===== src/hdl/text_console_writer_defines.svh =====
// ----------------------------------------------------------------------------
// Text console writer assertion macros
// Shared concurrent assertion forms, clocked on clk and disabled in reset.
// ----------------------------------------------------------------------------
`ifndef TEXT_CONSOLE_WRITER_DEFINES_SVH
`define TEXT_CONSOLE_WRITER_DEFINES_SVH

// The consequent must hold in the same cycle as the antecedent.
`define TCW_ASSERT_NOW(label, ante, cons) \
    label: assert property (@(posedge clk) disable iff (!rst_n) (ante) |-> (cons)) \
        else $error("text console writer: same-cycle check failed");

// The consequent must hold in the cycle after the antecedent.
`define TCW_ASSERT_NEXT(label, ante, cons) \
    label: assert property (@(posedge clk) disable iff (!rst_n) (ante) |=> (cons)) \
        else $error("text console writer: next-cycle check failed");

`endif


===== src/hdl/tcw_pkg.sv =====
// ----------------------------------------------------------------------------
// Text console writer package
// Field widths, character codes and the command passed from front to back.
// ----------------------------------------------------------------------------
package tcw_pkg;

    localparam int CELL_W   = 16;
    localparam int CHAR_W   = 8;
    localparam int COLOR_W  = 8;
    localparam int POS_W    = 11;
    localparam int ROW_IN_W = 5;
    localparam int COL_IN_W = 7;
    // Wide enough for the largest screen, 64 rows of 256 columns.
    localparam int ADDR_W   = 14;

    localparam logic [CHAR_W-1:0]  NEWLINE_CODE = 8'h0A;
    localparam logic [CHAR_W-1:0]  BLANK_CODE   = 8'h20;
    localparam logic [COLOR_W-1:0] RESET_COLOR  = 8'h07;
    localparam logic [CELL_W-1:0]  RESET_CELL   = 16'h0720;

    localparam logic OP_PUT  = 1'b0;
    localparam logic OP_READ = 1'b1;

    localparam logic [1:0] KIND_NONE  = 2'd0;
    localparam logic [1:0] KIND_WRITE = 2'd1;
    localparam logic [1:0] KIND_READ  = 2'd2;

    typedef struct packed {
        logic [1:0]        kind;
        logic [ADDR_W-1:0] addr;      // logical linear cell index
        logic [CELL_W-1:0] cell_word; // color in the high byte
        logic              scroll;
        logic [POS_W-1:0]  position;
    } cmd_t;

endpackage


===== src/hdl/tcw_queue.sv =====
// ----------------------------------------------------------------------------
// Text console writer command queue
// Two-entry queue that lets the front and the back stall independently.
// ----------------------------------------------------------------------------
module tcw_queue (
    input  logic          clk,
    input  logic          rst_n,
    input  logic          push,
    input  tcw_pkg::cmd_t push_data,
    input  logic          pop,
    output tcw_pkg::cmd_t pop_data,
    output logic          full,
    output logic          empty
);

    tcw_pkg::cmd_t entry_reg [2];
    logic          wr_ptr_reg;
    logic          rd_ptr_reg;
    logic [1:0]    count_reg;

    assign full     = (count_reg == 2'd2);
    assign empty    = (count_reg == 2'd0);
    assign pop_data = entry_reg[rd_ptr_reg];

    always_ff @(posedge clk)
    begin
        if (push)
        begin
            entry_reg[wr_ptr_reg] <= push_data;
        end
    end

    always_ff @(posedge clk or negedge rst_n)
    begin
        if (!rst_n)
        begin
            wr_ptr_reg <= 1'b0;
            rd_ptr_reg <= 1'b0;
            count_reg  <= 2'd0;
        end
        else
        begin
            if (push)
            begin
                wr_ptr_reg <= ~wr_ptr_reg;
            end
            if (pop)
            begin
                rd_ptr_reg <= ~rd_ptr_reg;
            end
            count_reg <= count_reg + 2'(push) - 2'(pop);
        end
    end

endmodule


===== config.mk =====
export PLATFORM = sky130hd
export DESIGN_NAME = tcw_queue
export DESIGN_NICKNAME = d
export VERILOG_FILES = /design/src/hdl/text_console_writer_defines.svh /design/src/hdl/tcw_pkg.sv /design/src/hdl/tcw_queue.sv
export SDC_FILE = /design/constraint.sdc
export NUM_CORES = 1
export LEC_CHECK = 0
export BUFFER_PORTS_ARGS = -buffer_cell sky130_fd_sc_hd__clkbuf_2
export CORE_ASPECT_RATIO = 0.8
export CORE_MARGIN = 8
export CORE_UTILIZATION = 52
export CTS_CLUSTER_DIAMETER = 100
export DETAILED_ROUTE_END_ITERATION = 8
export GPL_TIMING_DRIVEN = 0
export PLACE_DENSITY = 0.78
export SLEW_MARGIN = 30
export SYNTH_ARGS = -nofsm -noshare
export SYNTH_HDL_FRONTEND = slang
export SYNTH_SLANG_ARGS = --single-unit

===== constraint.sdc =====
create_clock -name clk -period 3.8 [get_ports clk]
set_clock_uncertainty 0.2 [all_clocks]
set_input_delay 0.57 -clock clk [delete_from_list [all_inputs] [get_ports clk]]
set_output_delay 0.57 -clock clk [all_outputs]
set_load 0.02 [all_outputs]

==> tab_implementation.tex <==
\begin{tabular}{lr}
\hline
Metric & Value \\
\hline
\multicolumn{2}{l}{\textbf{Timing}} \\
\quad Hold Worst Slack & 0.2148 ns \\
\quad RSZ-0062 raised after global routing & no \\
\quad Worst path setup slack after routing & 1.534 ns \\
\quad Count of endpoints failing setup in the final report & 0 \\
\quad Total negative slack & 0 ns \\
\quad Worst Max-Slew Pin Slew & 0.6047 ns \\
\quad Headroom to the max-slew limit & around three fifths \\
\quad Fin. Hold Viols & 0 \\
\quad FMAX & 441.4 MHz \\
\quad Minimum clock period & 2.266 ns \\
\quad Final number of max-transition violations & 0 \\
\quad Share of the clock period used by the worst path & between 50\% and 60\% \\
\multicolumn{2}{l}{\textbf{CTS}} \\
\quad Max clock buf depth & 2 \\
\quad CTS buffer count & 9 \\
\quad Post-CTS setup buffers & 0 \\
\quad Count of instances resized after the clock tree is built & 0 \\
\quad Clock-pin slew on the worst setup and hold paths & 0.08 ns \\
\quad Library cell used as clock root buffer & sky130\_fd\_sc\_hd\_\_clkbuf\_8 \\
\quad Num Clock Sinks & 92 \\
\quad Worst skew pair latency & about 0.34 ns \\
\quad Number of buffers added to fix hold violations after cts & 1 \\
\quad H-tree lvl count & 3 \\
\quad Clock tree from TritonCTS & done \\
\multicolumn{2}{l}{\textbf{Drt}} \\
\quad 1st-iter DRT viols & 56 \\
\quad Ratio of routed vias to standard cells & 4.758 \\
\quad Pre-Repair DR Iteration Count & 4 \\
\quad Via Count & 1670 \\
\quad Drc violations & 0 \\
\quad Routed WL & $\sim$6 mm \\
\quad Final ANT Viol Nets & 0 \\
\quad Routed wire length per instance & 16.95 um \\
\multicolumn{2}{l}{\textbf{Place}} \\
\quad Placed Cells & 334 \\
\quad Sum of net half-perimeters after detailed placement & 4.231 mm \\
\quad Total of buffers placed on input and output ports & 93 \\
\quad Placer's final routability congestion estimate & 0.6644 \\
\quad Setup Slack @ Placement & 1.895 ns \\
\quad Cell area after placement & 4212 um2 \\
\multicolumn{2}{l}{\textbf{Floorplan}} \\
\quad Overall die area & between 9000 and 10000 um2 \\
\quad Core area & 6756 um2 \\
\quad Effective utilization at floorplan & 52.87\% \\
\quad Die span in y & 90.13 um \\
\quad Die Span X & 108.7 um \\
\quad I/O pin cnt & 94 \\
\quad Number of placement rows & 27 \\
\multicolumn{2}{l}{\textbf{Cells and area}} \\
\quad Max reg flops & 88 \\
\quad Number of nets at the end of the flow & around 310 \\
\quad Number of antenna diodes & 0 \\
\quad Fraction of final layout cells sized beyond drive strength 1 & 59.85\% \\
\quad Area of combinational cells with multiple inputs & about 740 um2 \\
\quad Number of non-filler instances in the completed layout & 351 \\
\quad Syn-to-layout area delta & 23.33\% \\
\quad Area taken by flip-flops and latches & 2743 um2 \\
\quad Total non-filler cell area in the finished layout & roughly 4400 um2 \\
\quad Utilization after layout & between 60\% and 70\% \\
\quad Number of fill cells in the layout & 510 \\
\multicolumn{2}{l}{\textbf{Global route}} \\
\quad Number of global-route vias before repair & around 1900 \\
\quad Largest net degree at the start of global routing & 45 \\
\quad Antenna violations before repair & 0 \\
\quad Global-route total usage across every layer & 12.41\% \\
\quad Total congestion overflow & 0 \\
\quad Wire length of the first global-routing pass & 9.342 mm \\
\multicolumn{2}{l}{\textbf{Logic synthesis}} \\
\quad Count of cell types in the netlist & 13 \\
\quad Area share of fa/ha/maj cells after synthesis & 0.7005\% \\
\quad Post-synthesis sequential element count & 92 \\
\quad Sequential element share of the synthesized area & 76.78\% \\
\quad Synth Area in Compound Gates & 0\% \\
\quad Synthesized netlist net count & 202 \\
\quad EDFF count, synth & between 80 and 90 \\
\quad Total number of yosys warnings & 0 \\
\quad Biggest area consumer among synthesized cells & sky130\_fd\_sc\_hd\_\_edfxtp\_1 \\
\quad Mapped Avg Cell Area & roughly 24 um2 \\
\quad Post-synthesis simple-gate area fraction & 0.6305\% \\
\quad List of most frequent post-synthesis cells & sky130\_fd\_sc\_hd\_\_edfxtp\_1 (88), sky130\_fd\_sc\_hd\_\_mux2\_4 (39), sky130\_fd\_sc\_hd\_\_mux2\_2 (5), sky130\_fd\_sc\_hd\_\_buf\_12 (4), sky130\_fd\_sc\_hd\_\_dfrtp\_1 (4) \\
\quad Synthesized instance count & 152 \\
\quad Count leader, synth & sky130\_fd\_sc\_hd\_\_edfxtp\_1 \\
\quad Post-synthesis xor/xnor area fraction & 1.156\% \\
\quad Share of synthesized registers carrying an async set or reset & 4.348\% \\
\quad Post-synth top flop & sky130\_fd\_sc\_hd\_\_edfxtp\_1 \\
\quad Synth top area cells & sky130\_fd\_sc\_hd\_\_edfxtp\_1 (74\%), sky130\_fd\_sc\_hd\_\_mux2\_4 (16\%), sky130\_fd\_sc\_hd\_\_dfrtp\_1 (2.8\%) \\
\quad Fraction of synthesized cell area taken by the top area cell type & 73.98\% \\
\quad Multiplexer share of the synthesized area & 17.97\% \\
\quad Combinational family with the most area after synthesis & multiplexers \\
\quad Total standard cell area after synthesis & 3572 um2 \\
\multicolumn{2}{l}{\textbf{Worst setup path}} \\
\quad Data arrival time of the critical path & about 1.5 ns \\
\quad Startpoint types & flip-flop \\
\quad Worst-path fanout max & 10 \\
\quad Minimum setup slack among reg-to-reg paths & 2.22 ns \\
\quad Class of the most critical setup path & reg2out \\
\quad Required time of the worst setup path & 3.03 ns \\
\quad Category of the worst setup path capture point & primary output \\
\multicolumn{2}{l}{\textbf{Run}} \\
\quad Number of max-cap violations & 0 \\
\multicolumn{2}{l}{\textbf{Outcome}} \\
\quad Run status & complete, no violations \\
\multicolumn{2}{l}{\textbf{Power}} \\
\quad Overall power after layout & 3.329 mW \\
\quad Power density relative to cell area & 755.7 nW/um2 \\
\quad Peak supply drop & 0.4507 mV \\
\quad Total leakage power & 1.822 nW \\
\multicolumn{2}{l}{\textbf{Worst hold path}} \\
\quad Path type of the worst min-delay path & in2reg \\
\hline
\end{tabular}
==> path summary, 6_finish.rpt <==
path / start / endpoint / cells after the start
worst min-delay path: push_data[36] / entry_reg[1][36] / 1
min in group asynchronous: rst_n / count_reg[0] / 2
max in group asynchronous: rst_n / wr_ptr_reg / 2
worst max register to register: wr_ptr_reg / entry_reg[1][31] / 1
worst max-delay path: rd_ptr_reg / pop_data[34] / 4
worst min register to register: wr_ptr_reg / wr_ptr_reg / 1
==> power by group <==
group	leakage, nW	switching [mW]	internal (mW)
combinational	0.864	0.689	0.631
sequential	0.873	0.0589	1.35
clock	0.0846	0.303	0.300
total	1.82	1.05	2.28
==> cell type report <==
type,count,share of cell area (%)
buffer,5,2.073
multi-input combinational,53,16.81
tap,87,2.471
sequential,92,62.25
clock inverter,5,1.193
inverter,2,0.1704
timing repair buffer,96,12.04
clock buffer,11,2.982
==> per-layer routing <==
| metal | global-route usage [%] | part of all wire, % | up-vias |
|---|---|---|---|
| met2 | 19.29 | 48 | 67 |
| li1 | - | - | 809 |
| met4 | 4.437 | 1.5 | 0 |
| met3 | 5.207 | 8.3 | 10 |
| met5 | 0 | 0 | - |
| met1 | 15.08 | 42 | 784 |
==> cells in the final DEF, fill, tap and decap left out, types with 2 or more instances in the layout <==
cell / Yosys / layout
sky130_fd_sc_hd__clkinvlp_4: 0 / 2
sky130_fd_sc_hd__dfrtp_1: 4 / 4
sky130_fd_sc_hd__mux2_4: 39 / 39
sky130_fd_sc_hd__buf_12: 4 / 4
sky130_fd_sc_hd__clkbuf_1: 0 / 2
sky130_fd_sc_hd__clkinv_1: 0 / 2
sky130_fd_sc_hd__xor2_1: 2 / 2
sky130_fd_sc_hd__clkbuf_8: 0 / 9
sky130_fd_sc_hd__ha_1: 2 / 2
sky130_fd_sc_hd__mux2_2: 5 / 5
sky130_fd_sc_hd__clkbuf_2: 0 / 93
sky130_fd_sc_hd__buf_16: 0 / 2
sky130_fd_sc_hd__edfxtp_1: 88 / 88
sky130_fd_sc_hd__inv_1: 2 / 2
==> logic make-up (layout without fill, tap and decap cells) <==
logic type               count (synthesis)  in the layout
flip-flops                              92             92
multiplexers                            44             44
buffers and inverters                    7            119
AND/OR/NAND/NOR                          4              4
XOR/XNOR                                 3              3
adder cells (fa/ha/maj)                  2              2
==> critical path: stages (launching register included) <==
cell                       delay (ns)
sky130_fd_sc_hd__dfrtp_1         0.34
sky130_fd_sc_hd__buf_6           0.18
sky130_fd_sc_hd__buf_12          0.17
sky130_fd_sc_hd__mux2_4          0.31
sky130_fd_sc_hd__clkbuf_2        0.16
Power figures use the tool's default switching activity.
