<file path="src/hdl/text_console_writer_defines.svh">
// ----------------------------------------------------------------------------
// Text console writer assertion macros
// Shared concurrent assertion forms, clocked on clk and disabled in reset.
// ----------------------------------------------------------------------------
`ifndef TEXT_CONSOLE_WRITER_DEFINES_SVH
`define TEXT_CONSOLE_WRITER_DEFINES_SVH

// The consequent must hold in the same cycle as the antecedent.
`define TCW_ASSERT_NOW(label, ante, cons) \
    label: assert property (@(posedge clk) disable iff (!rst_n) (ante) |-> (cons)) \
        else $error("text console writer: same-cycle check failed");

// The consequent must hold in the cycle after the antecedent.
`define TCW_ASSERT_NEXT(label, ante, cons) \
    label: assert property (@(posedge clk) disable iff (!rst_n) (ante) |=> (cons)) \
        else $error("text console writer: next-cycle check failed");

`endif

</file>
<file path="src/hdl/tcw_pkg.sv">
// ----------------------------------------------------------------------------
// Text console writer package
// Field widths, character codes and the command passed from front to back.
// ----------------------------------------------------------------------------
package tcw_pkg;

    localparam int CELL_W   = 16;
    localparam int CHAR_W   = 8;
    localparam int COLOR_W  = 8;
    localparam int POS_W    = 11;
    localparam int ROW_IN_W = 5;
    localparam int COL_IN_W = 7;
    // Wide enough for the largest screen, 64 rows of 256 columns.
    localparam int ADDR_W   = 14;

    localparam logic [CHAR_W-1:0]  NEWLINE_CODE = 8'h0A;
    localparam logic [CHAR_W-1:0]  BLANK_CODE   = 8'h20;
    localparam logic [COLOR_W-1:0] RESET_COLOR  = 8'h07;
    localparam logic [CELL_W-1:0]  RESET_CELL   = 16'h0720;

    localparam logic OP_PUT  = 1'b0;
    localparam logic OP_READ = 1'b1;

    localparam logic [1:0] KIND_NONE  = 2'd0;
    localparam logic [1:0] KIND_WRITE = 2'd1;
    localparam logic [1:0] KIND_READ  = 2'd2;

    typedef struct packed {
        logic [1:0]        kind;
        logic [ADDR_W-1:0] addr;      // logical linear cell index
        logic [CELL_W-1:0] cell_word; // color in the high byte
        logic              scroll;
        logic [POS_W-1:0]  position;
    } cmd_t;

endpackage

</file>
<file path="src/hdl/tcw_if.sv">
// ----------------------------------------------------------------------------
// Text console writer channels
// Valid/ready request and response channels with their payloads.
// ----------------------------------------------------------------------------
interface tcw_req_if;
    logic                          valid;
    logic                          ready;
    logic                          opcode;
    logic [tcw_pkg::CHAR_W-1:0]    char_code;
    logic [tcw_pkg::ROW_IN_W-1:0]  read_row;
    logic [tcw_pkg::COL_IN_W-1:0]  read_column;

    modport source (output valid, opcode, char_code, read_row, read_column, input ready);
    modport sink   (input valid, opcode, char_code, read_row, read_column, output ready);
endinterface


</file>
<file path="src/hdl/tcw_front.sv">
// ----------------------------------------------------------------------------
// Text console writer front end
// Accepts items, tracks the cursor and turns each item into a store command.
// ----------------------------------------------------------------------------
module tcw_front #(
    parameter int COLUMNS = 80,
    parameter int ROWS    = 25
) (
    input  logic                         clk,
    input  logic                         rst_n,
    input  logic [tcw_pkg::COLOR_W-1:0]  color,
    input  logic                         init_done,
    input  logic                         q_full,
    tcw_req_if.sink                      req,
    output logic                         push,
    output tcw_pkg::cmd_t                cmd
);

    localparam int CELLS = ROWS * COLUMNS;
    localparam int RW    = $clog2(ROWS + 1);
    localparam int CW    = $clog2(COLUMNS);
    localparam int PW    = $clog2(CELLS + 1);

    logic [RW-1:0] row_reg, row_next;
    logic [CW-1:0] col_reg, col_next;
    logic [PW-1:0] pos_reg, pos_next;

    logic                      in_range;
    logic [tcw_pkg::ADDR_W-1:0] rd_addr;

    assign req.ready = init_done && !q_full;
    assign push      = req.valid && req.ready;

    assign in_range = (7'(req.read_row) < 7'(ROWS)) && (9'(req.read_column) < 9'(COLUMNS));
    assign rd_addr  = tcw_pkg::ADDR_W'(tcw_pkg::ADDR_W'(req.read_row) *
                                       tcw_pkg::ADDR_W'(COLUMNS))
                    + tcw_pkg::ADDR_W'(req.read_column);

    always_comb
    begin
        row_next       = row_reg;
        col_next       = col_reg;
        pos_next       = pos_reg;
        cmd.kind       = tcw_pkg::KIND_NONE;
        cmd.addr       = rd_addr;
        cmd.cell_word  = {color, req.char_code};
        cmd.scroll     = 1'b0;
        cmd.position   = tcw_pkg::POS_W'(pos_reg);
        if (req.opcode == tcw_pkg::OP_READ)
        begin
            cmd.kind = in_range ? tcw_pkg::KIND_READ : tcw_pkg::KIND_NONE;
        end
        else
        begin
            if (req.char_code == tcw_pkg::NEWLINE_CODE)
            begin
                col_next = '0;
                row_next = row_reg + 1'b1;
                pos_next = pos_reg - PW'(col_reg) + PW'(COLUMNS);
            end
            else
            begin
                cmd.kind = tcw_pkg::KIND_WRITE;
                cmd.addr = tcw_pkg::ADDR_W'(pos_reg);
                pos_next = pos_reg + 1'b1;
                if (col_reg == CW'(COLUMNS - 1))
                begin
                    col_next = '0;
                    row_next = row_reg + 1'b1;
                end
                else
                begin
                    col_next = col_reg + 1'b1;
                end
            end
            // Running off the bottom pins the cursor to the start of the last row.
            if (row_next == RW'(ROWS))
            begin
                cmd.scroll = 1'b1;
                row_next   = RW'(ROWS - 1);
                pos_next   = pos_next - PW'(COLUMNS);
            end
            cmd.position = tcw_pkg::POS_W'(pos_next);
        end
    end

    always_ff @(posedge clk or negedge rst_n)
    begin
        if (!rst_n)
        begin
            row_reg <= '0;
            col_reg <= '0;
            pos_reg <= '0;
        end
        else if (push)
        begin
            row_reg <= row_next;
            col_reg <= col_next;
            pos_reg <= pos_next;
        end
    end

endmodule

</file>
<file path="src/flat_wrapper.sv">
// flat-port wrapper written by rule: the top's interface ports become plain ports
module tcw_front_flat 
#(
    parameter int COLUMNS = 80,
    parameter int ROWS    = 25
)
  (clk, rst_n, color, init_done, q_full, push, cmd, req_valid, req_opcode, req_char_code, req_read_row, req_read_column, req_ready);
  tcw_req_if req_i ();
  input  logic clk;
  input  logic rst_n;
  input  logic [tcw_pkg::COLOR_W-1:0] color;
  input  logic init_done;
  input  logic q_full;
  output logic push;
  output tcw_pkg::cmd_t cmd;
  input wire logic [$bits(req_i.valid)-1:0] req_valid;
  input wire logic [$bits(req_i.opcode)-1:0] req_opcode;
  input wire logic [$bits(req_i.char_code)-1:0] req_char_code;
  input wire logic [$bits(req_i.read_row)-1:0] req_read_row;
  input wire logic [$bits(req_i.read_column)-1:0] req_read_column;
  output wire logic [$bits(req_i.ready)-1:0] req_ready;
  assign req_i.valid = req_valid;
  assign req_i.opcode = req_opcode;
  assign req_i.char_code = req_char_code;
  assign req_i.read_row = req_read_row;
  assign req_i.read_column = req_read_column;
  assign req_ready = req_i.ready;
  tcw_front #(.COLUMNS(COLUMNS), .ROWS(ROWS)) u_core (.clk(clk), .rst_n(rst_n), .color(color), .init_done(init_done), .q_full(q_full), .req(req_i), .push(push), .cmd(cmd));
endmodule
</file>
<file path="config.mk">
export PLATFORM = sky130hd
export DESIGN_NAME = tcw_front_flat
export DESIGN_NICKNAME = d
export VERILOG_FILES = /design/src/hdl/text_console_writer_defines.svh /design/src/hdl/tcw_pkg.sv /design/src/hdl/tcw_if.sv /design/src/hdl/tcw_front.sv /design/src/flat_wrapper.sv
export SDC_FILE = /design/constraint.sdc
export NUM_CORES = 1
export LEC_CHECK = 0
export BUFFER_PORTS_ARGS = -buffer_cell sky130_fd_sc_hd__buf_4
export CAP_MARGIN = 20
export CORE_MARGIN = 3
export CORE_UTILIZATION = 45
export CTS_CLUSTER_SIZE = 25
export DETAILED_ROUTE_END_ITERATION = 16
export PLACE_DENSITY_LB_ADDON = 0.15
export SETUP_SLACK_MARGIN = 0.15
export SLEW_MARGIN = 0
export SYNTH_ARGS = -nofsm -noshare
export SYNTH_HDL_FRONTEND = slang
export SYNTH_SLANG_ARGS = --single-unit
</file>
<file path="constraint.sdc">
create_clock -name clk -period 4.1 [get_ports clk]
set_input_delay 0.82 -clock clk [delete_from_list [all_inputs] [get_ports clk]]
set_output_delay 0.82 -clock clk [all_outputs]
set_load 0.05 [all_outputs]
</file>
==> results of run 1 <==
## worst max-delay path, cell delays in order (launching register included)
cell and delay (ps):
dfrtp_1 400, inv_2 90, ha_4 200, ha_4 160, inv_2 50, fa_2 190, and2b_1 190, o31a_1 300
or4b_4 500, o311a_4 150, nor3b_4 240, and4_1 260, nor3_2 50, buf_4 150, xor2_2 130, buf_6 170
## path summary, 6_finish.rpt
| path | from | end | slack [ps] |
|---|---|---|---|
| hold reg to reg | u_core.row_reg[4]$_DFFE_PN0P_ | u_core.row_reg[4]$_DFFE_PN0P_ | 540 |
| max in group asynchronous | rst_n | u_core.pos_reg[8]$_DFFE_PN0P_ | 3420 |
| setup / recovery | u_core.col_reg[1]$_DFFE_PN0P_ | cmd[10] | -210 |
| hold / removal | rst_n | u_core.row_reg[3]$_DFFE_PN0P_ | 430 |
| min in group clk | u_core.row_reg[4]$_DFFE_PN0P_ | u_core.row_reg[4]$_DFFE_PN0P_ | 540 |
| setup reg to reg | u_core.col_reg[1]$_DFFE_PN0P_ | u_core.pos_reg[10]$_DFFE_PN0P_ | 920 |
## cell type report
type / instances / area share
Clock buffer: 4 / 0.01203
Inverter: 30 / 0.03007
Sequential cell: 23 / 0.1537
Timing Repair Buffer: 96 / 0.1995
Tap cell: 75 / 0.02506
Multi-Input combinational cell: 276 / 0.5797
## layout by cell type (no fill, tap or decap), types with 4 or more instances in the layout
cell	n
buf_4	89
or3_1	7
nand2_1	34
dfrtp_1	23
nand3_1	10
xor2_1	10
o22a_1	4
inv_1	28
nor3_1	12
a31oi_1	5
mux2_2	8
o21ai_0	19
a21oi_2	4
buf_6	7
o21ai_1	8
o21ai_2	4
ha_1	27
a21o_1	4
nor2_1	25
xnor2_1	12
a21oi_1	11
## repair_timing
item,4_1_cts,5_1_grt
gates cloned,0,0
setup endpoints to repair,6,8
setup buffers,6,4
gates resized for setup,14,17
pin swaps,11,11
## power groups by stage
stage,Clock [mW],Combinational (mW),Sequential [mW]
global placement,0,1.19,0.312
CTS,0.158,1.26,0.308
floorplan,0,0.825,0.319
finish,0.151,1.33,0.316
detailed placement,0,1.21,0.314
global route,0.165,1.46,0.322
## metrics by stage
step                        util  worst slack (ps)  hold WS, ps
after floorplan                -            -156.5        484.7
after global placement    0.5754            -2.928        507.8
after detailed placement  0.5754            -58.25        516.7
after CTS                 0.5985            -260.4        440.5
after global routing      0.6179            -368.6        443.0
final                     0.6179            -213.4        434.7
## cell families (layout without fill, tap and decap cells)
group           count (synthesis)  in the layout  synth area share
simple gates                  121            121            0.2307
compound gates                 83             83            0.1933
buf+inv                        59            130            0.1006
fa+ha+maj                      34             34            0.1559
xor+xnor                       25             25           0.07619
flops                          23             23            0.2003
mux                            11             11           0.04180
other cells                     1              2          0.001305
## layer usage
metal	up-vias	track usage
li1	1389	-
met1	1314	0.2556
met2	55	0.3714
met3	8	0.02498
met4	0	0.03165
met5	-	0
==> report_table.html, run 1 <==
<table>
<tr><th>Metric</th><th>Value</th></tr>
<tr><th colspan="2">Synthesis</th></tr>
<tr><td>Cells after synthesis</td><td>357</td></tr>
<tr><td>Cell accounting for the most synthesized area</td><td>dfrtp_1</td></tr>
<tr><td>Count of cell types in the netlist</td><td>slightly below 60</td></tr>
<tr><td>Synth top area share</td><td>0.2003</td></tr>
<tr><td>Flip-flop and latch count after synthesis</td><td>23</td></tr>
<tr><td>Dominant cell by count in the synthesized netlist</td><td>nand2_1</td></tr>
<tr><td>Number of warning messages in the yosys log</td><td>0</td></tr>
<tr><td>Number of flops mapped to enable cells by yosys</td><td>0</td></tr>
<tr><td>Post-Syn Area</td><td>2874 um^2</td></tr>
<tr><td>Dominant register cell in the synthesized netlist</td><td>dfrtp_1</td></tr>
<tr><td>Top cells by instance count after synthesis</td><td>34 x nand2_1, 31 x ha_1, 30 x inv_1, 26 x nor2_1, 26 x o21ai_0</td></tr>
<tr><td>Area contributors post-synth</td><td>dfrtp_1 20%, ha_1 13%, buf_4 4.7%</td></tr>
<tr><td>FFs w/ async S/R, synth</td><td>1.000</td></tr>
<tr><td>Syn Area/Cell</td><td>between 8 and 9 um^2</td></tr>
<tr><td>Proportion of synthesized chip area in sequential cells</td><td>0.2003</td></tr>
<tr><th colspan="2">Global route</th></tr>
<tr><td>Global-route wire length before repair</td><td>12250 um</td></tr>
<tr><td>Via count of the first global-routing pass</td><td>between 2000 and 3000</td></tr>
<tr><td>All-layer global routing usage</td><td>0.2021</td></tr>
<tr><td>GRT Residual Overflow</td><td>0</td></tr>
<tr><td>Largest net degree at the start of global routing</td><td>25</td></tr>
<tr><td>Antenna violations before repair</td><td>0</td></tr>
<tr><th colspan="2">Critical path</th></tr>
<tr><td>R2R depth</td><td>16</td></tr>
<tr><td>Arrival time at the worst endpoint</td><td>3490 ps</td></tr>
<tr><td>Capturing element type of the critical path</td><td>output port</td></tr>
<tr><td>Required arrival time at the worst endpoint</td><td>between 3000 and 4000 ps</td></tr>
<tr><td>Critical-path maximum fanout</td><td>4</td></tr>
<tr><td>Startpoint Class</td><td>register</td></tr>
<tr><td>Worst setup path class</td><td>register to output port</td></tr>
<tr><th colspan="2">Placement</th></tr>
<tr><td>Number of cells after detailed placement</td><td>490</td></tr>
<tr><td>Final weighted congestion in routability-driven placement</td><td>slightly below 0.9</td></tr>
<tr><td>Detailed-placement wirelength estimate</td><td>5819 um</td></tr>
<tr><td>Number of buffers inserted by port buffering</td><td>slightly above 60</td></tr>
<tr><td>Area post-placement</td><td>3487 um^2</td></tr>
<tr><th colspan="2">Die</th></tr>
<tr><td>Die height</td><td>85.92 um</td></tr>
<tr><td>Core box area</td><td>6061 um^2</td></tr>
<tr><td>I/O pin total</td><td>80</td></tr>
<tr><td>Row count</td><td>28</td></tr>
<tr><td>Floorplan die area</td><td>7381 um^2</td></tr>
<tr><td>Starting Density</td><td>0.4742</td></tr>
<tr><td>X dimension of the die</td><td>85.92 um</td></tr>
<tr><th colspan="2">Timing</th></tr>
<tr><td>Setup repair after global routing missed its margin</td><td>yes</td></tr>
<tr><td>Worst-case setup margin in the final layout</td><td>-213.4 ps</td></tr>
<tr><td>Headroom to the max-slew limit</td><td>0.3687</td></tr>
<tr><td>Final period demand of the worst path</td><td>4313 ps</td></tr>
<tr><td>Setup_tns</td><td>-298.5 ps</td></tr>
<tr><td>Upper clock frequency limit</td><td>between 200 and 250 MHz</td></tr>
<tr><td>Worst setup skew after layout</td><td>roughly 2.8 ps</td></tr>
<tr><td>Endpoints failing setup</td><td>3</td></tr>
<tr><td>Final period util</td><td>1.052</td></tr>
<tr><td>Hold violation total from the final report</td><td>0</td></tr>
<tr><td>Worst Tran Pin Value</td><td>946.0 ps</td></tr>
<tr><td>Number of slew-limit violations in the final report</td><td>0</td></tr>
<tr><th colspan="2">Cells and area</th></tr>
<tr><td>Footprint of the multi-input gates</td><td>2171 um^2</td></tr>
<tr><td>ANT cells</td><td>0</td></tr>
<tr><td>Fraction of layout instances using a drive strength above 1</td><td>0.3473</td></tr>
<tr><td>Cell area after layout</td><td>3745 um^2</td></tr>
<tr><td>Sequential Area</td><td>575.6 um^2</td></tr>
<tr><td>Signed area change from the synthesized netlist to the final layout</td><td>30.30%</td></tr>
<tr><td>Number of nets at the end of the flow</td><td>498</td></tr>
<tr><td>Count of non-filler cells in the finished layout</td><td>504</td></tr>
<tr><td>Number of filler instances in the final layout</td><td>between 500 and 600</td></tr>
<tr><td>Number of flip-flops in the largest register</td><td>11</td></tr>
<tr><th colspan="2">Drt</th></tr>
<tr><td>Final routed wire length divided by cell count</td><td>between 10 and 15 um</td></tr>
<tr><td>Top Metal Used</td><td>met4</td></tr>
<tr><td>Wire length on met2</td><td>3892 um</td></tr>
<tr><td>Total length of routed wires</td><td>7448 um</td></tr>
<tr><td>Length of routed wiring on met1</td><td>3211 um</td></tr>
<tr><td>Number of vias after detailed routing</td><td>~2800</td></tr>
<tr><td>Vias per inst</td><td>5.488</td></tr>
<tr><td>Post-route DRC</td><td>0</td></tr>
<tr><td>Met3 Routed Length</td><td>between 200 and 300 um</td></tr>
<tr><td>Number of nets still failing antenna checks after routing</td><td>0</td></tr>
<tr><td>Iter 0 DRT Violations</td><td>91</td></tr>
<tr><td>First-pass iteration count of the detailed router</td><td>4</td></tr>
<tr><th colspan="2">CTS</th></tr>
<tr><td>Maximum buffer depth of the clock tree</td><td>2</td></tr>
<tr><td>Clock Tree Root</td><td>clkbuf_8</td></tr>
<tr><td>Later-pin clock latency in the skew report</td><td>270 ps</td></tr>
<tr><td>Inserted Clock Buffers</td><td>3</td></tr>
<tr><td>H-tree level count</td><td>1</td></tr>
<tr><td>Clock-pin slew of the registers on the worst-case setup and hold paths</td><td>90 ps</td></tr>
<tr><td>Hold buffer count at cts</td><td>0</td></tr>
<tr><td>Clock tree from TritonCTS</td><td>yes</td></tr>
<tr><td>Clock sink total</td><td>23</td></tr>
<tr><th colspan="2">Power</th></tr>
<tr><td>Relative contribution of combinational cells to total power</td><td>0.741</td></tr>
<tr><td>Switching Fraction</td><td>0.4875</td></tr>
<tr><td>Sequential share of power</td><td>0.175</td></tr>
<tr><td>P_int</td><td>0.9227 mW</td></tr>
<tr><td>Peak VDD IR</td><td>0.0004048 V</td></tr>
<tr><td>Total chip power</td><td>around 1.8 mW</td></tr>
<tr><td>Clock network fraction of design power</td><td>0.084</td></tr>
<tr><td>Power per cell area</td><td>480.7 nW/um^2</td></tr>
<tr><td>Leak</td><td>1.731 nW</td></tr>
<tr><td>Switching power</td><td>0.8776 mW</td></tr>
<tr><th colspan="2">Outcome</th></tr>
<tr><td>Outcome</td><td>finished with violations</td></tr>
<tr><td>Violations in the final reports</td><td>negative setup slack</td></tr>
<tr><th colspan="2">Worst hold path</th></tr>
<tr><td>Classification of the worst-slack hold path</td><td>primary input to asynchronous set/reset pin</td></tr>
<tr><th colspan="2">Flow run</th></tr>
<tr><td>Max-cap violations</td><td>0</td></tr>
</table>
Note: power is estimated with default switching activity, not from simulation.
==> run 2: changes to the inputs <==
BUFFER_PORTS_ARGS = -buffer_cell sky130_fd_sc_hd__buf_2   (was -buffer_cell sky130_fd_sc_hd__buf_4)
HOLD_SLACK_MARGIN = 0.1   (was unset)
==> run 2 against run 1 <==
  * Critical path type unchanged
  * Sequential power is 2% lower
  * Sequential share of layout area is 0.066 points lower
  * Clock skew is 3.5 ps higher
  * Clock power is 3% higher
  * Via count is 0.18% higher
  * Critical path depth is 1 lower
  * Final cell count is 3.2% higher
  * The flow still finishes with violations (negative setup slack)
==> report_table.html, run 2 (synthesis results as in run 1) <==
<table>
<tr><th>Metric</th><th>Value</th></tr>
<tr><th colspan="2">Critical path</th></tr>
<tr><td>Arrival time at the worst endpoint</td><td>3530 ps (+40 ps)</td></tr>
<tr><td>Required arrival time at the worst endpoint</td><td>3280 ps (about the same)</td></tr>
<tr><td>Worst setup path class</td><td>register to output port</td></tr>
<tr><td>Stage delay of the slowest cell on the critical path</td><td>500 ps (about the same)</td></tr>
<tr><td>Start of the worst register-to-register path</td><td>u_core.pos_reg[1]$_DFFE_PN0P_</td></tr>
<tr><td>Startpoint Class</td><td>register</td></tr>
<tr><td>Slowest cell on crit path</td><td>or4b_4</td></tr>
<tr><td>Dominant cell type by count on the critical path</td><td>ha_4</td></tr>
<tr><td>Critical-path maximum fanout</td><td>4 (unchanged)</td></tr>
<tr><td>Worst reg2reg path endpoint</td><td>u_core.pos_reg[9]$_DFFE_PN0P_</td></tr>
<tr><td>Worst-case register-to-register setup slack</td><td>690 ps (-230 ps)</td></tr>
<tr><td>Capturing element type of the critical path</td><td>output port</td></tr>
<tr><td>R2R depth</td><td>17 (+1)</td></tr>
<tr><td>Cell breakdown of the critical path</td><td>ha_4 -&gt; ha_4 -&gt; inv_2 -&gt; fa_2 -&gt; and2b_1 -&gt; o31a_1 -&gt; or4b_4 -&gt; o311a_4 -&gt; nor3b_4 -&gt; a31oi_2 -&gt; nor3_1 -&gt; buf_4 -&gt; xor2_2 -&gt; buf_6</td></tr>
<tr><th colspan="2">CTS</th></tr>
<tr><td>Hold buffer count at cts</td><td>0 (unchanged)</td></tr>
<tr><td>Later-pin clock latency in the skew report</td><td>280 ps (about the same)</td></tr>
<tr><td>Clock Tree Root</td><td>clkbuf_8</td></tr>
<tr><td>Maximum buffer depth of the clock tree</td><td>2 (unchanged)</td></tr>
<tr><td>Clock sink total</td><td>23 (unchanged)</td></tr>
<tr><td>Inserted Clock Buffers</td><td>3 (unchanged)</td></tr>
<tr><td>Clock tree from TritonCTS</td><td>yes</td></tr>
<tr><td>Clock-pin slew of the registers on the worst-case setup and hold paths</td><td>100 ps (about the same)</td></tr>
<tr><td>H-tree level count</td><td>1 (unchanged)</td></tr>
<tr><th colspan="2">Drt</th></tr>
<tr><td>First-pass iteration count of the detailed router</td><td>6 (+2)</td></tr>
<tr><td>Number of vias after detailed routing</td><td>2771 (+0.18%)</td></tr>
<tr><td>Vias per inst</td><td>5.329 (-2.9%)</td></tr>
<tr><td>Iter 0 DRT Violations</td><td>80 (-12%)</td></tr>
<tr><td>Final routed wire length divided by cell count</td><td>14.29 um (-3.3%)</td></tr>
<tr><td>Total length of routed wires</td><td>7430 um (-0.24%)</td></tr>
<tr><td>Post-route DRC</td><td>0 (unchanged)</td></tr>
<tr><td>Number of nets still failing antenna checks after routing</td><td>0 (unchanged)</td></tr>
<tr><th colspan="2">Die</th></tr>
<tr><td>X dimension of the die</td><td>85.92 um (unchanged)</td></tr>
<tr><td>Die height</td><td>85.92 um (unchanged)</td></tr>
<tr><td>I/O pin total</td><td>80 (unchanged)</td></tr>
<tr><td>Floorplan die area</td><td>7381 um^2 (unchanged)</td></tr>
<tr><td>Starting Density</td><td>0.4742 (unchanged)</td></tr>
<tr><td>Row count</td><td>28 (unchanged)</td></tr>
<tr><td>Core box area</td><td>6061 um^2 (unchanged)</td></tr>
<tr><th colspan="2">Timing</th></tr>
<tr><td>Final period util</td><td>1.062 (+0.009764)</td></tr>
<tr><td>Final period demand of the worst path</td><td>4353 ps (+40.03 ps)</td></tr>
<tr><td>Number of slew-limit violations in the final report</td><td>0 (unchanged)</td></tr>
<tr><td>Worst hold slack</td><td>504.7 ps (+69.98 ps)</td></tr>
<tr><td>Worst Tran Pin Value</td><td>995.6 ps (+49.66 ps)</td></tr>
<tr><td>Endpoints failing setup</td><td>2 (-1)</td></tr>
<tr><td>Worst-case setup margin in the final layout</td><td>-253.4 ps (-40.03 ps)</td></tr>
<tr><td>Hold violation total from the final report</td><td>0 (unchanged)</td></tr>
<tr><td>Headroom to the max-slew limit</td><td>0.3355 (-0.03314)</td></tr>
<tr><td>Worst setup skew after layout</td><td>6.246 ps (+3.468 ps)</td></tr>
<tr><td>Setup_tns</td><td>-338.6 ps (-40.11 ps)</td></tr>
<tr><td>Setup repair after global routing missed its margin</td><td>yes</td></tr>
<tr><td>Upper clock frequency limit</td><td>229.7 MHz (-0.92%)</td></tr>
<tr><th colspan="2">Global route</th></tr>
<tr><td>Antenna violations before repair</td><td>0 (unchanged)</td></tr>
<tr><td>Largest net degree at the start of global routing</td><td>24 (-4.0%)</td></tr>
<tr><td>Via count of the first global-routing pass</td><td>2708 (+3.2%)</td></tr>
<tr><td>All-layer global routing usage</td><td>0.2025 (+0.0004006)</td></tr>
<tr><td>GRT Residual Overflow</td><td>0 (unchanged)</td></tr>
<tr><td>Global-route wire length before repair</td><td>12210 um (-0.28%)</td></tr>
<tr><th colspan="2">Placement</th></tr>
<tr><td>Final weighted congestion in routability-driven placement</td><td>0.8412 (-2.9%)</td></tr>
<tr><td>Number of buffers inserted by port buffering</td><td>61 (unchanged)</td></tr>
<tr><td>Area post-placement</td><td>3425 um^2 (-1.8%)</td></tr>
<tr><td>Detailed-placement wirelength estimate</td><td>5680 um (-2.4%)</td></tr>
<tr><th colspan="2">Power</th></tr>
<tr><td>Power per cell area</td><td>482.6 nW/um^2 (+0.38%)</td></tr>
<tr><td>Leak</td><td>1.771 nW (+2.3%)</td></tr>
<tr><td>Peak VDD IR</td><td>0.0003584 V (-11%)</td></tr>
<tr><td>Total chip power</td><td>1.815 mW (+0.82%)</td></tr>
<tr><th colspan="2">Cells and area</th></tr>
<tr><td>ANT cells</td><td>0 (unchanged)</td></tr>
<tr><td>Number of flip-flops in the largest register</td><td>11 (unchanged)</td></tr>
<tr><td>Fraction of layout instances using a drive strength above 1</td><td>0.3730 (+0.02571)</td></tr>
<tr><td>Cell area after layout</td><td>3761 um^2 (+0.43%)</td></tr>
<tr><td>Most frequent cells in the layout</td><td>53 x buf_2, 51 x buf_4, 34 x nand2_1</td></tr>
<tr><td>Signed area change from the synthesized netlist to the final layout</td><td>30.87%</td></tr>
<tr><td>Most common library cell in the layout ignoring fill and taps</td><td>buf_2</td></tr>
<tr><td>Number of nets at the end of the flow</td><td>514 (+3.2%)</td></tr>
<tr><td>Number of filler instances in the final layout</td><td>568 (+3.5%)</td></tr>
<tr><th colspan="2">Outcome</th></tr>
<tr><td>Outcome</td><td>finished with violations</td></tr>
<tr><td>Violations in the final reports</td><td>negative setup slack</td></tr>
<tr><th colspan="2">Worst hold path</th></tr>
<tr><td>Classification of the worst-slack hold path</td><td>primary input to asynchronous set/reset pin</td></tr>
<tr><th colspan="2">Flow run</th></tr>
<tr><td>Max-cap violations</td><td>0 (unchanged)</td></tr>
</table>
==> run 2: power by group <==
| part | internal, mW | switching (mW) |
|---|---|---|
| combinational | 0.584 | 0.766 |
| sequential | 0.270 | 0.0387 |
| clock | 0.0691 | 0.0874 |
==> run 2: timing repair <==
item,CTS,global route
resized for setup,20,27
buffers inserted,7,7
endpoints found under the setup margin,7,8
pin swaps,15,15
==> run 2: area by class of cell <==
type,instances,area (um^2),area share
inverters,30,112.6,0.02994
clock buffers,3,41.29,0.01098
well taps,75,93.84,0.02495
repair buffers,112,738.2,0.1963
multi-input cells,276,2192,0.5828
clock inverters,1,7.507,0.001996
flip-flops and latches,23,575.6,0.1530
==> run 2: critical path, delay by kind of cell (launching register included) <==
kind                     cells  cell delay (ps)
AND/OR/NAND/NOR              4             1140
adder cells (fa/ha/maj)      3              600
AO/OA/AOI/OAI                3              590
flip-flops                   1              420
buffers and inverters        3              360
XOR/XNOR                     1              140
==> run 2: how the worst max path moves through the flow <==
stage / endpoint / startpoint / depth (start not counted)
after CTS: cmd[10] / u_core.col_reg[1]$_DFFE_PN0P_ / 15
after detailed placement: cmd[10] / u_core.pos_reg[1]$_DFFE_PN0P_ / 16
final: cmd[10] / u_core.pos_reg[1]$_DFFE_PN0P_ / 14
after global placement: cmd[10] / u_core.pos_reg[1]$_DFFE_PN0P_ / 16
after global routing: cmd[10] / u_core.col_reg[1]$_DFFE_PN0P_ / 15
after floorplan: cmd[10] / u_core.pos_reg[1]$_DFFE_PN0P_ / 14
==> run 2: metal layers <==
layer / global-route usage / routed length, um
met5: 0 / 0
met4: 0.03741 / 77
met3: 0.03074 / 229
met2: 0.3644 / 3826
met1: 0.2568 / 3296
==> run 2: through the flow <==
stage | instances | util | setup WS, ps
finish | 520 | 0.6206 | -253.4
floorplan | 358 | - | -156.5
global route | 520 | 0.6206 | -406.6
global placement | 502 | 0.5650 | -63.03
detailed placement | 502 | 0.5650 | -120.9
CTS | 513 | 0.5935 | -240.9
==> run 3: changes to the inputs <==
==> constraint.sdc (replaced) <==
create_clock -name clk -period 4.1 [get_ports clk]
set_input_delay 0.205 -clock clk [delete_from_list [all_inputs] [get_ports clk]]
set_output_delay 0.205 -clock clk [all_outputs]
set_load 0.05 [all_outputs]
==> run 3 against run 2 <==
  * The run now ends clean
  * Clock power is essentially flat
  * Final cell count is 8.3% lower
  * Final area shrank 13%
  * Die area is the same
  * Non-clock buffer count down 43
  * Combinational power shrank 23%
  * Power decreased by 16%
  * Count of clock-buffer cells in the layout grew 1
  * Sequential share of layout area is 2.5 points higher
  * Largest power group unchanged
==> report_table.html, run 3 (synthesis results as in run 1) <==
<table>
<tr><th>Metric</th><th>Value</th></tr>
<tr><th colspan="2">Power</th></tr>
<tr><td>Sequential share of power</td><td>0.218 (+0.048)</td></tr>
<tr><td>Leak</td><td>1.528 nW (-14%)</td></tr>
<tr><td>Peak VDD IR</td><td>0.0004444 V (+24%)</td></tr>
<tr><td>Switching power</td><td>0.8054 mW (-9.7%)</td></tr>
<tr><td>Clock network fraction of design power</td><td>0.101 (+0.015)</td></tr>
<tr><td>Relative contribution of combinational cells to total power</td><td>0.681 (-0.063)</td></tr>
<tr><td>Switching Fraction</td><td>0.5268 (+0.03544)</td></tr>
<tr><td>Power per cell area</td><td>469.8 nW/um^2 (-2.6%)</td></tr>
<tr><td>P_int</td><td>0.7235 mW (-22%)</td></tr>
<tr><th colspan="2">Drt</th></tr>
<tr><td>Number of nets still failing antenna checks after routing</td><td>0 (unchanged)</td></tr>
<tr><td>First-pass iteration count of the detailed router</td><td>4 (-2)</td></tr>
<tr><td>Post-route DRC</td><td>0 (unchanged)</td></tr>
<tr><td>Number of vias after detailed routing</td><td>2633 (-5.0%)</td></tr>
<tr><td>Total length of routed wires</td><td>6974 um (-6.1%)</td></tr>
<tr><td>Iter 0 DRT Violations</td><td>152 (+90%)</td></tr>
<tr><td>Final routed wire length divided by cell count</td><td>14.62 um (+2.3%)</td></tr>
<tr><td>Vias per inst</td><td>5.520 (+3.6%)</td></tr>
<tr><th colspan="2">Timing</th></tr>
<tr><td>Final period util</td><td>0.9177 (-0.1441)</td></tr>
<tr><td>Setup_tns</td><td>0 ps (+338.6 ps)</td></tr>
<tr><td>Upper clock frequency limit</td><td>265.8 MHz (+16%)</td></tr>
<tr><td>Headroom to the max-slew limit</td><td>0.5556 (+0.2201)</td></tr>
<tr><td>Worst Tran Pin Value</td><td>666.6 ps (-329.1 ps)</td></tr>
<tr><td>Hold violation total from the final report</td><td>0 (unchanged)</td></tr>
<tr><td>Worst setup skew after layout</td><td>2.601 ps (-3.645 ps)</td></tr>
<tr><td>Number of slew-limit violations in the final report</td><td>0 (unchanged)</td></tr>
<tr><td>Setup repair after global routing missed its margin</td><td>no</td></tr>
<tr><td>Final period demand of the worst path</td><td>3763 ps (-590.9 ps)</td></tr>
<tr><td>Endpoints failing setup</td><td>0 (-2)</td></tr>
<tr><th colspan="2">Cells and area</th></tr>
<tr><td>Number of filler instances in the final layout</td><td>596 (+4.9%)</td></tr>
<tr><td>Cell area after layout</td><td>3254 um^2 (-13%)</td></tr>
<tr><td>Fraction of layout instances using a drive strength above 1</td><td>0.2537 (-0.1193)</td></tr>
<tr><td>ANT cells</td><td>0 (unchanged)</td></tr>
<tr><td>Number of nets at the end of the flow</td><td>471 (-8.4%)</td></tr>
<tr><td>Signed area change from the synthesized netlist to the final layout</td><td>13.23%</td></tr>
<tr><td>Number of flip-flops in the largest register</td><td>11 (unchanged)</td></tr>
<tr><td>Most frequent cells in the layout</td><td>59 x buf_2, 34 x nand2_1, 30 x ha_1</td></tr>
<tr><td>Most common library cell in the layout ignoring fill and taps</td><td>buf_2</td></tr>
<tr><th colspan="2">Critical path</th></tr>
<tr><td>Worst setup path class</td><td>register to output port</td></tr>
<tr><td>Worst-case register-to-register setup slack</td><td>840 ps (+150 ps)</td></tr>
<tr><td>Startpoint Class</td><td>register</td></tr>
<tr><td>R2R depth</td><td>12 (-5)</td></tr>
<tr><td>Required arrival time at the worst endpoint</td><td>3890 ps (+610 ps)</td></tr>
<tr><td>Capturing element type of the critical path</td><td>output port</td></tr>
<tr><td>Start of the worst register-to-register path</td><td>u_core.pos_reg[1]$_DFFE_PN0P_</td></tr>
<tr><td>Critical-path maximum fanout</td><td>4 (unchanged)</td></tr>
<tr><td>Worst setup startpoint</td><td>u_core.pos_reg[1]$_DFFE_PN0P_</td></tr>
<tr><td>Arrival time at the worst endpoint</td><td>3560 ps (+30 ps)</td></tr>
<tr><th colspan="2">CTS</th></tr>
<tr><td>H-tree level count</td><td>1 (unchanged)</td></tr>
<tr><td>Clock tree from TritonCTS</td><td>yes</td></tr>
<tr><td>Clock Tree Root</td><td>clkbuf_8</td></tr>
<tr><td>Clock sink total</td><td>23 (unchanged)</td></tr>
<tr><td>Inserted Clock Buffers</td><td>3 (unchanged)</td></tr>
<tr><td>Maximum buffer depth of the clock tree</td><td>2 (unchanged)</td></tr>
<tr><td>Clock-pin slew of the registers on the worst-case setup and hold paths</td><td>90 ps (about the same)</td></tr>
<tr><td>Later-pin clock latency in the skew report</td><td>270 ps (about the same)</td></tr>
<tr><th colspan="2">Placement</th></tr>
<tr><td>Number of buffers inserted by port buffering</td><td>61 (unchanged)</td></tr>
<tr><td>Area post-placement</td><td>3127 um^2 (-8.7%)</td></tr>
<tr><td>Detailed-placement wirelength estimate</td><td>5545 um (-2.4%)</td></tr>
<tr><td>Final weighted congestion in routability-driven placement</td><td>0.8352 (-0.71%)</td></tr>
<tr><th colspan="2">Global route</th></tr>
<tr><td>GRT Residual Overflow</td><td>0 (unchanged)</td></tr>
<tr><td>All-layer global routing usage</td><td>0.1922 (-0.01029)</td></tr>
<tr><td>Largest net degree at the start of global routing</td><td>25 (+4.2%)</td></tr>
<tr><td>Global-route wire length before repair</td><td>11580 um (-5.2%)</td></tr>
<tr><td>Via count of the first global-routing pass</td><td>2468 (-8.9%)</td></tr>
<tr><td>Antenna violations before repair</td><td>0 (unchanged)</td></tr>
<tr><th colspan="2">Die</th></tr>
<tr><td>Die height</td><td>85.92 um (unchanged)</td></tr>
<tr><td>Floorplan die area</td><td>7381 um^2 (unchanged)</td></tr>
<tr><td>I/O pin total</td><td>80 (unchanged)</td></tr>
<tr><td>Starting Density</td><td>0.4742 (unchanged)</td></tr>
<tr><td>Row count</td><td>28 (unchanged)</td></tr>
<tr><td>X dimension of the die</td><td>85.92 um (unchanged)</td></tr>
<tr><td>Core box area</td><td>6061 um^2 (unchanged)</td></tr>
<tr><th colspan="2">Worst hold path</th></tr>
<tr><td>Cell count of the worst hold path</td><td>0</td></tr>
<tr><td>Classification of the worst-slack hold path</td><td>primary input to output port</td></tr>
<tr><td>Hold Startpoint</td><td>color[3]</td></tr>
<tr><th colspan="2">Outcome</th></tr>
<tr><td>Outcome</td><td>completed</td></tr>
<tr><th colspan="2">Flow run</th></tr>
<tr><td>Max-cap violations</td><td>0 (unchanged)</td></tr>
</table>
-- run 3: cell count changes in the layout (fill, tap and decap cells not counted), moves of 4 or more --
| cell | delta |
|---|---|
| o21ai_2 | -4 |
| a21oi_2 | -4 |
| buf_4 | -44 |
| buf_2 | +6 |
| buf_6 | -7 |
| o21ai_0 | +7 |
| a21oi_1 | +4 |
-- run 3: layout make-up --
cell class | instances | area (um^2) | area share
flip-flops and latches | 23 | 578.1 | 0.1776
inverters | 30 | 112.6 | 0.03460
clock buffers | 4 | 45.04 | 0.01384
multi-input cells | 276 | 2048 | 0.6294
well taps | 75 | 93.84 | 0.02884
repair buffers | 69 | 376.6 | 0.1157
-- run 3: critical path, stage by stage (launching register included) --
cell,delay (ps)
dfrtp_2,420
ha_1,300
ha_2,210
inv_2,60
fa_2,200
and2b_1,190
o31a_1,340
a211oi_2,210
nor2_1,90
ha_1,210
nand3b_1,160
nor3b_4,170
and4_4,200
nor3_4,160
xor2_1,150
buf_4,210
-- run 3: power groups by stage --
stage	clock network, mW	logic, mW	registers [mW]
after global placement	0	0.967	0.342
after detailed placement	0	0.976	0.345
after global routing	0.166	1.16	0.341
after CTS	0.158	0.986	0.340
after floorplan	0	0.815	0.319
final	0.154	1.04	0.334
-- run 3: per-layer routing --
metal / wire length, um / part of all wire / global-route usage
met5: 0 / 0 / 0
met4: 66 / 0.0095 / 0.04317
met3: 341 / 0.049 / 0.02498
met2: 3170 / 0.45 / 0.3013
met1: 3395 / 0.49 / 0.2808
-- run 3: worst paths after layout --
path	endpoint
worst min-delay path	cmd[23]
max in group asynchronous	u_core.pos_reg[0]$_DFFE_PN0P_
min in group asynchronous	u_core.row_reg[3]$_DFFE_PN0P_
worst min register to register	u_core.pos_reg[10]$_DFFE_PN0P_
worst max register to register	u_core.pos_reg[10]$_DFFE_PN0P_
worst max-delay path	cmd[10]
-- run 3: through the flow --
stage	hold slack [ps]	util	instances	setup slack [ps]	power [mW]
2_1_floorplan	-90.59	-	358	271.4	1.134
3_3_place_gp	239.7	0.5140	467	430.0	1.309
3_5_place_dp	248.5	0.5159	468	366.3	1.321
4_1_cts	410.3	0.5262	473	171.9	1.484
5_1_grt	410.1	0.5370	477	148.1	1.664
6_report	410.0	0.5370	477	337.4	1.529
-- run 3: timing repair --
| item | in CTS | in global routing |
|---|---|---|
| hold buffers | 1 | 0 |
| setup endpoints to repair | 1 | 3 |
| resized for setup | 2 | 13 |
| cloned | 0 | 0 |
| setup buffers | 0 | 4 |
| pin swaps | 0 | 6 |
| endpoints found under the hold margin | 23 | 0 |
